===== config.mk =====
export PLATFORM = sky130hd
export DESIGN_NAME = dopq_cell
export DESIGN_NICKNAME = d
export VERILOG_FILES = /design/src/hdl/dopq_pkg.sv /design/src/hdl/dopq_cell.sv
export SDC_FILE = /design/constraint.sdc
export NUM_CORES = 1
export LEC_CHECK = 0
export ABC_AREA = 1
export BUFFER_PORTS_ARGS = -buffer_cell sky130_fd_sc_hd__buf_2
export CORE_MARGIN = 1
export CORE_UTILIZATION = 30
export DETAILED_ROUTE_END_ITERATION = 6
export PLACE_DENSITY = 0.64
export SLEW_MARGIN = 40
export SYNTH_ARGS = -nofsm -noshare
export SYNTH_HDL_FRONTEND = slang
export SYNTH_SLANG_ARGS = --single-unit

===== constraint.sdc =====
create_clock -name aclk -period 5 [get_ports aclk]
set_clock_uncertainty 0.05 [all_clocks]
set_input_delay 1 -clock aclk [delete_from_list [all_inputs] [get_ports aclk]]
set_output_delay 1 -clock aclk [all_outputs]
set_load 0.005 [all_outputs]

===== src/hdl/dopq_pkg.sv =====
// shared types, codes and field positions of the dual-order priority queue
package dopq_pkg;

    // request modes
    localparam logic [1:0] MODE_ENQ    = 2'd0;
    localparam logic [1:0] MODE_REMOVE = 2'd1;
    localparam logic [1:0] MODE_OLDEST = 2'd2;
    localparam logic [1:0] MODE_BEST   = 2'd3;

    // result status codes
    localparam logic [1:0] ST_OK     = 2'd0;
    localparam logic [1:0] ST_FULL   = 2'd1;
    localparam logic [1:0] ST_DUP    = 2'd2;
    localparam logic [1:0] ST_ABSENT = 2'd3;

    // field widths fixed by the stream format
    localparam int MODE_BITS     = 2;
    localparam int PORT_TAG_BITS = 16;
    localparam int PRIO_BITS     = 64;
    localparam int STATUS_BITS   = 2;

    // input tdata layout, lowest bit first
    localparam int IN_MODE_LSB  = 0;
    localparam int IN_TAG_LSB   = IN_MODE_LSB + MODE_BITS;
    localparam int IN_PRIO_LSB  = IN_TAG_LSB + PORT_TAG_BITS;
    localparam int IN_USED_BITS = IN_PRIO_LSB + PRIO_BITS;
    localparam int IN_DATA_BITS = ((IN_USED_BITS + 7) / 8) * 8;

    // output tdata layout, lowest bit first
    localparam int OUT_FOUND_LSB  = 0;
    localparam int OUT_TAG_LSB    = OUT_FOUND_LSB + 1;
    localparam int OUT_PRIO_LSB   = OUT_TAG_LSB + PORT_TAG_BITS;
    localparam int OUT_STATUS_LSB = OUT_PRIO_LSB + PRIO_BITS;
    localparam int OUT_USED_BITS  = OUT_STATUS_LSB + STATUS_BITS;
    localparam int OUT_DATA_BITS  = ((OUT_USED_BITS + 7) / 8) * 8;

    // control part of the request wave that travels down the cell chain
    typedef struct packed {
        logic                 active;
        logic [MODE_BITS-1:0] mode;
        logic                 hit;
        logic                 placed;
        logic                 best_ok;
    } wave_ctl_t;

endpackage


===== src/hdl/dopq_cell.sv =====
// one queue cell: holds an entry and handles the request wave as it passes
module dopq_cell #(
    parameter int TW = 16
) (
    input  logic                                 aclk,
    input  logic                                 aresetn,
    input  dopq_pkg::wave_ctl_t                  ctl_in,
    input  logic [TW-1:0]                        tag_in,
    input  logic signed [dopq_pkg::PRIO_BITS-1:0] prio_in,
    input  logic [TW-1:0]                        best_tag_in,
    input  logic signed [dopq_pkg::PRIO_BITS-1:0] best_prio_in,
    input  logic                                 nb_valid,
    input  logic [TW-1:0]                        nb_tag,
    input  logic signed [dopq_pkg::PRIO_BITS-1:0] nb_prio,
    output dopq_pkg::wave_ctl_t                  ctl_out,
    output logic [TW-1:0]                        tag_out,
    output logic signed [dopq_pkg::PRIO_BITS-1:0] prio_out,
    output logic [TW-1:0]                        best_tag_out,
    output logic signed [dopq_pkg::PRIO_BITS-1:0] best_prio_out,
    output logic                                 own_valid,
    output logic [TW-1:0]                        own_tag,
    output logic signed [dopq_pkg::PRIO_BITS-1:0] own_prio
);
    import dopq_pkg::*;

    logic                        valid_reg, valid_next;
    logic [TW-1:0]               tag_reg, tag_next;
    logic signed [PRIO_BITS-1:0] prio_reg, prio_next;

    wave_ctl_t                   wctl_reg, wctl_next;
    logic [TW-1:0]               wtag_reg;
    logic signed [PRIO_BITS-1:0] wprio_reg;
    logic [TW-1:0]               wbtag_reg, wbtag_next;
    logic signed [PRIO_BITS-1:0] wbprio_reg, wbprio_next;

    logic match;

    assign match = valid_reg && (tag_reg == tag_in);

    // entry update and wave hand-off
    always_comb begin
        valid_next  = valid_reg;
        tag_next    = tag_reg;
        prio_next   = prio_reg;
        wctl_next   = ctl_in;
        wbtag_next  = best_tag_in;
        wbprio_next = best_prio_in;
        if (ctl_in.active) begin
            unique case (ctl_in.mode)
                MODE_ENQ: begin
                    // first free cell comes after every stored entry
                    if (match) begin
                        wctl_next.hit = 1'b1;
                    end else if (!valid_reg && !ctl_in.hit && !ctl_in.placed) begin
                        valid_next       = 1'b1;
                        tag_next         = tag_in;
                        prio_next        = prio_in;
                        wctl_next.placed = 1'b1;
                    end
                end
                MODE_REMOVE: begin
                    // from the matching cell on, take the neighbor's entry
                    if (ctl_in.hit || match) begin
                        valid_next    = nb_valid;
                        tag_next      = nb_tag;
                        prio_next     = nb_prio;
                        wctl_next.hit = 1'b1;
                    end
                end
                MODE_OLDEST: begin
                    if (valid_reg && !ctl_in.best_ok) begin
                        wctl_next.best_ok = 1'b1;
                        wbtag_next        = tag_reg;
                        wbprio_next       = prio_reg;
                    end
                end
                MODE_BEST: begin
                    // strict less keeps the earliest arrival on ties
                    if (valid_reg && (!ctl_in.best_ok || prio_reg < best_prio_in)) begin
                        wctl_next.best_ok = 1'b1;
                        wbtag_next        = tag_reg;
                        wbprio_next       = prio_reg;
                    end
                end
            endcase
        end
    end

    // control state
    always_ff @(posedge aclk) begin
        if (!aresetn) begin
            valid_reg <= 1'b0;
            wctl_reg  <= '0;
        end else begin
            valid_reg <= valid_next;
            wctl_reg  <= wctl_next;
        end
    end

    // payload
    always_ff @(posedge aclk) begin
        tag_reg    <= tag_next;
        prio_reg   <= prio_next;
        wtag_reg   <= tag_in;
        wprio_reg  <= prio_in;
        wbtag_reg  <= wbtag_next;
        wbprio_reg <= wbprio_next;
    end

    assign ctl_out       = wctl_reg;
    assign tag_out       = wtag_reg;
    assign prio_out      = wprio_reg;
    assign best_tag_out  = wbtag_reg;
    assign best_prio_out = wbprio_reg;
    assign own_valid     = valid_reg;
    assign own_tag       = tag_reg;
    assign own_prio      = prio_reg;

endmodule


==> summary.txt <==
Die
  • Die Area: 43000 sq um
  • Chip height: a little over 200 microns
  • Starting Density: 0.307
  • Die W: 207 microns
  • Placeable Area: 41200 sq um
  • Io pins: 496
  • Row count: 74

STA
  • Final worst slack: approximately 1100 ps
  • Part of the cycle the worst path needs: 0.778
  • Hold Vio Cnt, Final: 0
  • Worst Max-Slew Pin Slew: ~830 ps
  • RSZ-0062 raised after global routing: no
  • Fmax: 0.257 GHz
  • Finish-stage setup viols: 0
  • Minimum clock period: 3890 ps
  • Setup TNS: 0 ps
  • Final Max Tran Viols: 0
  • Slew margin rel.: 0.443

Pwr
  • Maximum vdd drop: roughly 0.27 mV
  • PwrDens: 321 nW/um^2
  • Logic gate share of total power: 0.169
  • Clock Power Share: 0.399
  • Net Switching: 0.00149 W
  • P_int: 0.00385 W
  • Leakage: approximately 8.6 nW
  • Sequential power share: 0.432
  • Switching share of power: 0.280

Drt
  • First drt pass iteration count: 5
  • DR DRC count: 0
  • Final wirelength: 45900 microns
  • Detail Route Antenna Nets: 0
  • Starting DRT DRC Count: between 900 and 1000
  • DR vias/cell: around 4.8
  • Routed vias: 12600
  • Avg WL per Cell: roughly 18 microns

Global route
  • Initial antenna violation count: 5
  • GR Overflow Total: 0
  • Largest net degree at the start of global routing: 78
  • First-pass GRT wire length: 69700 microns
  • Vias in the first global route: 12500
  • Total GRT Usage: 0.205

Clock tree
  • Worst skew pair latency: between 500 and 600 ps
  • Setup bufs post-CTS: 0
  • H-tree depth: 1
  • Cts hold-fix bufs: 0
  • CTS sink cnt: about 250
  • CTS buffer count: 29
  • Clock Root Buffer: clkbuf_16
  • Clock tree buffer depth: 3
  • Resized cells post-CTS: 0
  • CTS tree: done
  • Clk slew on worst S/H paths: ~70 ps

Cells and area
  • Most frequent cells in the layout: buf_2, nand2_1, inv_1
  • P&R area growth vs syn: 31.2%
  • Most common cell after layout, fill and taps aside: buf_2
  • Nets: 2357
  • Share of cells above drive strength 1: 0.314

Placed design
  • I/O Buffers: 495
  • GP Congestion: 0.856
  • HPWL after DPL: 32600 microns
  • DP Worst Slack: 456 ps

Outcome
  • Status: completed

Synthesis
  • Yosys reg bits: 247
  • Ys Warns: 0
  • Predominant post-synthesis flop cell: dfxtp_1
  • Post-synth cell types: 30
  • Cells after synthesis: about 1600
  • EDFF count, synth: 80
  • Post-synthesis sequential area ratio: 0.454
  • Post-Syn Area: between 10000 and 15000 sq um
  • Synthesized net count: 1901
  • Post-synth ARST share: 0
  • Mean post-synth cell area: 7.97 sq um

Critical path
  • Crit Path Category: in -> reg
  • CP max FO: 23
  • Req. time, crit path: 5400 ps
  • CP Launch Type: input pin
  • CP endpoint kind: flip-flop
  • Arrival @ worst endpoint: around 4300 ps

Hold path
  • Hold Path Class: in -> reg

Flow run
  • Max-Cap Viols: 0
area by class of cell:
cell class                      count  area (sq um)
Multi-Input combinational cell   1047          5790
Inverter                          208           783
Clock inverter                     14           130
Sequential cell                   247          5750
Tap cell                          532           666
Timing Repair Buffer              512          2670
Fill cell                        4155         24600
Clock buffer                       39           823
Antenna cell                        4          10.0
kinds of logic (layout without fill, tap and decap cells):
logic type               count (synthesis)  after routing  synth area share
multiplexers                            74             74            0.0658
AO/OA/AOI/OAI                          172            172            0.0812
AND/OR/NAND/NOR                        735            735             0.242
adder cells (fa/ha/maj)                 63             63            0.0622
XOR/XNOR                                 3              3           0.00207
other                                    0              4                 0
buffers and inverters                  295            773            0.0931
flip-flops                             247            247             0.454
sequential cells by signal, summed over array words and instances, names as in the netlist:
signal	count
ctl_out	6
own_prio	64
best_tag_out	16
tag_out	16
own_tag	16
prio_out	64
own_valid	1
best_prio_out	64
critical path, cell delays in order:
cell     delay (ps)
buf_2           100
inv_1            60
ha_1            440
nand2_1         160
nor3_2          250
nand3_1         230
nor2_1          340
nand2_1         120
nand3_1         140
nand3_4         310
nand2_4         420
buf_4           320
nand2_1          90
nand3_1          80
nand2_1          60
nand2_1          70
nand2_1          70
power groups by stage:
stage	clock (W)	combinational [W]	sequential (W)
floorplan	0	0.000457	0.00234
global placement	0	0.000882	0.00235
detailed placement	0	0.000904	0.00235
CTS	0.00218	0.000909	0.00231
global route	0.00226	0.00101	0.00232
finish	0.00213	0.000903	0.00231
metrics by stage:
step	util	cells	total power [W]	hold WS (ps)	cell area, sq um
5_1_grt	0.403	2602	0.00559	466	16600
3_5_place_dp	0.380	2546	0.00325	682	15600
3_3_place_gp	0.380	2546	0.00323	669	15600
6_report	0.403	2603	0.00534	499	16600
2_1_floorplan	-	1589	0.00280	551	12700
4_1_cts	0.403	2599	0.00540	460	16600
worst paths after layout:
path / end / slack (ps) / cells past startpoint / start
max: best_tag_out[15] / 1110 / 17 / best_prio_in[63]
min: prio_out[18] / 500 / 1 / prio_in[18]
max reg2reg: best_tag_out[15] / 1220 / 15 / own_prio[63]
min reg2reg: best_tag_out[12] / 700 / 6 / own_tag[12]
synth_stat cells (2+ instances only):
cell      number  share of area
mux2_2        74          0.066
nor2_1        61          0.018
o211ai_1      61          0.036
buf_1         15         0.0044
buf_2          9         0.0036
edfxtp_1      80           0.19
buf_6          8         0.0071
nor3_1        24         0.0095
a21oi_1       57          0.023
ha_1          63          0.062
clkbuf_1      55          0.016
o21ai_0       39          0.015
nand4_1        7         0.0035
or2_2          4         0.0020
inv_1        207          0.061
nand3_1      171          0.068
dfxtp_1      167           0.26
o21ai_1       10         0.0040
o21a_1         2         0.0012
xor2_1         3         0.0021
nand2_1      463           0.14
routing by layer:
layer,global-route usage,share of wire,up-vias
met3,0.0431,0.073,71
met1,0.247,0.42,5873
met2,0.359,0.48,531
met5,0,0.00028,-
li1,-,-,6117
met4,0.0726,0.029,2
No activity file was read; power rests on OpenSTA's default activity.
